==> src/kss_pkg.sv <==
`timescale 1ns / 1ps
// ----------------------------------------------------------------------------
// kss_pkg
// Sizes, constants and control bundles shared by the rank select block.
// ----------------------------------------------------------------------------
package kss_pkg;

    localparam int MAX_ITEMS = 1024;
    localparam int DATA_W    = 32;
    localparam int RANK_W    = 11;
    localparam int ADDR_W    = $clog2(MAX_ITEMS);
    localparam int CNT_W     = $clog2(MAX_ITEMS + 1);
    localparam int CMP_W     = (RANK_W > CNT_W) ? RANK_W : CNT_W;

    localparam logic [DATA_W-1:0] SIGN_FLIP = {1'b1, {(DATA_W-1){1'b0}}};

    typedef struct packed {
        logic             start;
        logic [CNT_W-1:0] count;
        logic [CNT_W-1:0] rank;
    } sel_req_t;

    typedef struct packed {
        logic [ADDR_W-1:0] rd_addr;
        logic              done;
        logic [DATA_W-1:0] value;
    } sel_rsp_t;

endpackage

==> src/kss_bit_select.sv <==
`timescale 1ns / 1ps
// ----------------------------------------------------------------------------
// kss_bit_select
// Radix select: one scan of the store per key bit, MSB first, with a single
// compare-and-count unit deciding each bit of the k-th smallest order key.
// ----------------------------------------------------------------------------
module kss_bit_select
    import kss_pkg::*;
(
    input  logic              aclk,
    input  logic              aresetn,
    input  sel_req_t          req,
    input  logic [DATA_W-1:0] rd_data,
    output sel_rsp_t          rsp
);

    typedef enum logic [2:0] {
        ST_IDLE,
        ST_SCAN,
        ST_DRAIN,
        ST_DECIDE,
        ST_DONE
    } state_t;

    state_t            state_reg,  state_next;
    logic [ADDR_W-1:0] idx_reg,    idx_next;
    logic              rd_vld_reg, rd_vld_next;
    logic [CNT_W-1:0]  count_reg,  count_next;
    logic [CNT_W-1:0]  rank_reg,   rank_next;
    logic [CNT_W-1:0]  zeros_reg,  zeros_next;
    logic [DATA_W-1:0] prefix_reg, prefix_next;
    logic [DATA_W-1:0] mask_reg,   mask_next;
    logic [DATA_W-1:0] bit_reg,    bit_next;

    logic [DATA_W-1:0] key;
    logic              hit;

    assign key = rd_data ^ SIGN_FLIP;
    assign hit = ((key & mask_reg) == prefix_reg) && ((key & bit_reg) == '0);

    always_comb begin
        state_next  = state_reg;
        idx_next    = idx_reg;
        rd_vld_next = 1'b0;
        count_next  = count_reg;
        rank_next   = rank_reg;
        zeros_next  = zeros_reg;
        prefix_next = prefix_reg;
        mask_next   = mask_reg;
        bit_next    = bit_reg;

        if (rd_vld_reg && hit) begin
            zeros_next = zeros_reg + CNT_W'(1);
        end

        case (state_reg)
            ST_IDLE: begin
                if (req.start) begin
                    count_next  = req.count;
                    rank_next   = req.rank;
                    prefix_next = '0;
                    mask_next   = '0;
                    bit_next    = SIGN_FLIP;
                    zeros_next  = '0;
                    idx_next    = '0;
                    state_next  = ST_SCAN;
                end
            end
            ST_SCAN: begin
                rd_vld_next = 1'b1;
                idx_next    = idx_reg + ADDR_W'(1);
                if (CNT_W'(idx_reg) + CNT_W'(1) == count_reg) begin
                    state_next = ST_DRAIN;
                end
            end
            ST_DRAIN: begin
                state_next = ST_DECIDE;
            end
            ST_DECIDE: begin
                if (rank_reg > zeros_reg) begin
                    prefix_next = prefix_reg | bit_reg;
                    rank_next   = rank_reg - zeros_reg;
                end
                mask_next  = mask_reg | bit_reg;
                bit_next   = bit_reg >> 1;
                zeros_next = '0;
                idx_next   = '0;
                state_next = bit_reg[0] ? ST_DONE : ST_SCAN;
            end
            ST_DONE: begin
                state_next = ST_IDLE;
            end
            default: begin
                state_next = ST_IDLE;
            end
        endcase
    end

    always_ff @(posedge aclk) begin
        if (!aresetn) begin
            state_reg  <= ST_IDLE;
            rd_vld_reg <= 1'b0;
        end else begin
            state_reg  <= state_next;
            rd_vld_reg <= rd_vld_next;
        end
        idx_reg    <= idx_next;
        count_reg  <= count_next;
        rank_reg   <= rank_next;
        zeros_reg  <= zeros_next;
        prefix_reg <= prefix_next;
        mask_reg   <= mask_next;
        bit_reg    <= bit_next;
    end

    assign rsp.rd_addr = idx_reg;
    assign rsp.done    = (state_reg == ST_DONE);
    assign rsp.value   = prefix_reg ^ SIGN_FLIP;

endmodule

==> config.mk <==
export PLATFORM = sky130hd
export DESIGN_NAME = kss_bit_select
export DESIGN_NICKNAME = d
export VERILOG_FILES = /design/src/kss_pkg.sv /design/src/kss_bit_select.sv
export SDC_FILE = /design/constraint.sdc
export NUM_CORES = 1
export LEC_CHECK = 0
export BUFFER_PORTS_ARGS = -buffer_cell sky130_fd_sc_hd__buf_2
export CORE_UTILIZATION = 52
export CTS_CLUSTER_DIAMETER = 50
export CTS_CLUSTER_SIZE = 10
export DETAILED_ROUTE_END_ITERATION = 8
export PLACE_DENSITY = 0.81
export SLEW_MARGIN = 20
export SYNTH_ARGS = -nofsm -noshare
export SYNTH_HDL_FRONTEND = slang
export SYNTH_SLANG_ARGS = --single-unit
export TNS_END_PERCENT = 10
==> constraint.sdc <==
create_clock -name aclk -period 4.4 [get_ports aclk]
set_input_delay 0.22 -clock aclk [delete_from_list [all_inputs] [get_ports aclk]]
set_output_delay 0.22 -clock aclk [all_outputs]
set_load 0.01 [all_outputs]
# Yosys cells after proc, flatten, opt, wreduce, memory -nomap -nowiden
# Cells that the tools add are included.
# op_classes
n_addsub	4
magnitude_cmp	1
n_eq_ne	9
mux	19
n_bitwise	6
reduce_logical	11
# op_table
cell	n
32-bit one-hot mux with 2 select lines	3
32-bit 2-to-1 mux	3
32-bit AND	2
32-bit bitwise OR	2
11-bit 2-to-1 mux	4
11-bit one-hot mux with 2 select lines	2
32-bit equality test	1
32-bit logical NOT	1
10-bit one-hot mux with 3 select lines	1
3-bit one-hot mux with 4 select lines	1
10-bit by 1-bit adder with 11-bit output, second input constant	1
11-bit by 1-bit adder with 11-bit output, second input constant	1
11-bit equality test	1
11-bit greater-than comparator	1
11-bit subtractor	1
10-bit by 1-bit adder with 10-bit output, second input constant	1
10-bit 2-to-1 mux	1
3-bit 2-to-1 mux	3
2-bit AND reduction	4
3-bit by 2-bit equality test with 1-bit output, second input constant	2
2-bit inequality test, second input constant	3
3-bit by 1-bit equality test with 1-bit output, second input constant	1
3-bit equality test, second input constant	1
3-bit logical NOT	1
other kinds (6)	8
# totals
regBits	143
input_bits	57
word_cells	59

# Longest topological paths before layout
# depth
ltp_word	8
ltp_mapped	10
mapped_depth_nobuf	10

# Least setup slack after synthesis
# OpenSTA, ideal clock, no wires.
# synth_path
path_kind	register -> register
from	register state_reg[0]
to	register prefix_reg[0] (enable)
setup_ns	0.457
t_arrival_ns	4.181
required_time_ns	3.943
setup_slack_ns	-0.238
stages_incl_launch_ff	4
n_path_buf	0
synth_period_minus_slack_ns	4.638
cell_sequence	dfxtp_1 > nor4b_1 > nor3_1 > a21oi_1
# synth_between
elab_chain_len	3
elab_cells_between_ends	6
cone_classes	eq/ne: 3; reduce/logical: 3
# synth_lines
element	line_no	source
from (decl)	kss_bit_select.sv:25	state_t state_reg, state_next;
from (signal assigned)	kss_bit_select.sv:104	state_reg <= state_next;
3-bit by 2-bit equality test with 1-bit output or 3-bit logical NOT (tied branches)	kss_bit_select.sv:56	case (state_reg)
2-bit inequality test (no line) or 2-bit nonzero test (tied branches)	--	
3-bit AND reduction (no line) (*)	--	
to (signal assigned)	kss_bit_select.sv:111	prefix_reg <= prefix_next;
to (decl)	kss_bit_select.sv:31	logic [DATA_W-1:0] prefix_reg, prefix_next;
# Mark *: on every way between the ends. The rest lies on a longest branch, timed or not.
# A chain may end at the register's enable or synchronous reset.

# Worst setup path in the final report
# layout_path
from	register zeros_reg[1]
to	register prefix_reg[26] (enable)
# layout_between
elab_chain_len	3
# layout_lines
element	line_no	source
from (decl)	kss_bit_select.sv:30	logic [CNT_W-1:0] zeros_reg, zeros_next;
from (signal assigned)	kss_bit_select.sv:110	zeros_reg <= zeros_next;
11-bit greater-than comparator	kss_bit_select.sv:80	if (rank_reg > zeros_reg) begin
2-bit inequality test (no line)	--	
3-bit AND reduction (no line)	--	
# No other way between the ends.

==> impl_metrics.yaml <==
run_status:
  status: "completed"
min_path:
  hold_path_class: "input port to flip-flop"
  holdPathEnd: "rank_reg[5]"
  holdPathStages: 2
  holdCritStartpoint: "req[5]"
pwr:
  powerDensity_mw_per_mm2: 386
  peakVddDrop_mv: 0.289
  total_power_w: 0.00321
  p_leak_nw: 3.28
logic_synthesis:
  ys_seq_elements: 143
  synth_area_sq_mm: 0.00721
  async_flop_share_pct: 0
  syn_inst: 672
  yosysTopAreaCell: "edfxtp_1"
  synth_area_per_cell_sq_um: 10.7
  synth_top_flop_cell: "edfxtp_1"
  synth.top_cell.area_share_pct: 53.3
  yosysSeqAreaShare_pct: 57.5
  synth-edff-count: 128
  yosysUniqueCellTypes: 54
  yosys-top-cells-area: "edfxtp_1 (53%), nor2_1 (8.0%), xnor2_1 (5.2%), dfxtp_1 (4.2%), buf_4 (3.2%)"
  yosysWarnings: 0
  syn_nets: 743
grt:
  grt_overflow: 0
  antenna_found_initial: 0
  grt_max_degree: 50
  use_met2_pct: 39.8
  use_met3_pct: 4.61
  grt-busiest-layer: "met2"
  grt_use_total_pct: 24.2
  grtUsageMet1_pct: 31.6
  grt_pass1_vias: 5284
  grt_pass1_wl_um: 26600
critical_path:
  cp.required_ns: 4.46
  arrival_ns: 3.13
  crit_chain: "inv_1 -> ha_1 -> nor2b_1 -> o31a_1 -> nor3_1 -> o21ai_0 -> a31oi_1 -> nand2b_1 -> a21oi_4 -> buf_4"
  critical_path_buf_inv_count: 2
  reg2reg_slack_ns: 1.33
  critPathTopFamily: "compound AO/OA/AOI/OAI gates"
  reg2reg_from: "zeros_reg[1]"
  r2r_cells: 10
  cpMaxStageDelayCell: "buf_4"
  cpPeakStageDelay_ns: 0.50
  r2r_end: "prefix_reg[26]"
  cp-end-kind: "flip-flop"
  path_class: "flip-flop to flip-flop"
  worstPathMaxFanout: 32
  startpoint_type: "flip-flop"
route:
  drc_errors: 0
  ant_nets: 0
  first_pass_iters: 5
  routed_wl_um: 16600
  drt_iter0_drc: 442
  via_per_inst: 5.69
  wl_per_cell_um: 17.6
  vias: 5381
finish:
  drive_gt1_share_pct: 19.5
  diodes: 0
  final_area_sq_mm: 0.00833
  layout_common_cells: "nor2_1 (154), edfxtp_1 (128), buf_2 (99)"
  finish.utilization_pct: 62.1
  synthToLayoutAreaGrowth_pct: 15.5
  final_common_cell: "nor2_1"
  nets: 829
clock_network:
  cts_resized: 0
  clkTransAtPathRegs_ns: 0.06
  cts_buffers: 17
  clkSinkCount: 143
  clk_latency_ns: 0.42
  root_buffer: "clkbuf_16"
  cts_tree: "built"
  clock_path_buffers: 2
  post_cts_buffers: 0
  cts-htree-levels: 4
sta:
  relSlewSlack_pct: 50.1
  drv_slew: 0
  worst_slack_ns: 1.33
  tightest_slew_ns: 0.748
  rsz0062_at_grt: "false"
  period_minus_slack_ns: 3.07
  fmax_mhz: 326
  finalCritPeriodShare_pct: 69.8
  hold_viol: 0
  setup_viol: 0
  whs_ns: 0.0728
  finClkSkew_ns: 0.0107
die:
  core_sq_mm: 0.0134
  die_x_um: 120
  die-height_um: 120
  die-area_sq_mm: 0.0143
  start_util_pct: 53.8
  rows: 42
  num_io_pins: 100
placement:
  dpl-instance-area_sq_mm: 0.00769
  post-place-ws_ns: 1.33
  hpwl_um: 11700
  routabilityCongestion: 0.875
  numPortBuffers: 99
run:
  maxCapViolCount: 0
## kinds of logic after synthesis
group | count (synthesis) | synth area share, %
xor gates and xnor gates | 55 | 6.68
adders and majority gates | 14 | 2.53
AOI/OAI and AO/OA | 75 | 7.01
muxes | 3 | 0.417
and+or+nand+nor | 315 | 20.8
buffers and inverters | 67 | 5.10
DFF | 143 | 57.5
## layout make-up
type | count | area, sq um
multi-input cells | 462 | 2720
well taps | 176 | 220
clock inverters | 13 | 100
clock buffers | 18 | 429
repair buffers | 116 | 651
fillers | 1037 | 5070
flip-flops and latches | 143 | 4150
inverters | 18 | 67.6
## routing by layer
layer | vias to the layer above | routed length (um)
met5 | - | 0
met4 | 0 | 443
met3 | 35 | 968
met2 | 206 | 8180
met1 | 2612 | 7030
li1 | 2528 | -
## repair_timing
action	in CTS	in global routing
hold buffers	11	0
hold endpoints to repair	11	0
endpoints found under the setup margin	0	0
## how the worst max path moves through the flow
stage | from | endpoint | slack [ns] | cells past startpoint
after floorplan | state_reg[0] | bit_reg[0] | -0.22 | 4
after global placement | zeros_reg[1] | prefix_reg[9] | 1.48 | 10
after detailed placement | zeros_reg[1] | prefix_reg[28] | 1.33 | 10
after CTS | zeros_reg[1] | prefix_reg[26] | 1.31 | 10
after global routing | zeros_reg[1] | prefix_reg[26] | 1.07 | 10
final | zeros_reg[1] | prefix_reg[26] | 1.33 | 10
## power breakdown
group / switching (W) / internal, W / leakage [nW]
Sequential: 0.0000617 / 0.00155 / 1.38
Clock: 0.000542 / 0.000763 / 0.258
Combinational: 0.000171 / 0.000123 / 1.64
Total: 0.000775 / 0.00244 / 3.28
## metrics by stage
step | std cells | setup TNS (ns)
after floorplan | 672 | -14.67
after global routing | 946 | 0
final | 946 | 0
after detailed placement | 904 | 0
after CTS | 946 | 0
after global placement | 904 | 0
## Yosys cell counts (3+ instances only)
cell	n
a21oi_1	10
nor3_1	12
a211oi_1	3
ha_1	13
nor3b_1	3
xnor2_1	43
o21a_1	5
a21o_1	5
nand3_1	12
dfxtp_1	15
nor2_1	154
a22oi_1	14
clkbuf_1	18
and3_1	33
mux2i_1	3
buf_4	31
a31oi_1	3
o21ai_0	16
nand4_1	12
nor4_1	8
edfxtp_1	128
o31a_1	3
inv_1	18
or2_2	3
nand2b_1	7
nand2_1	49
xor2_1	12
nor2b_1	5
(Power assumes the default switching activity.)
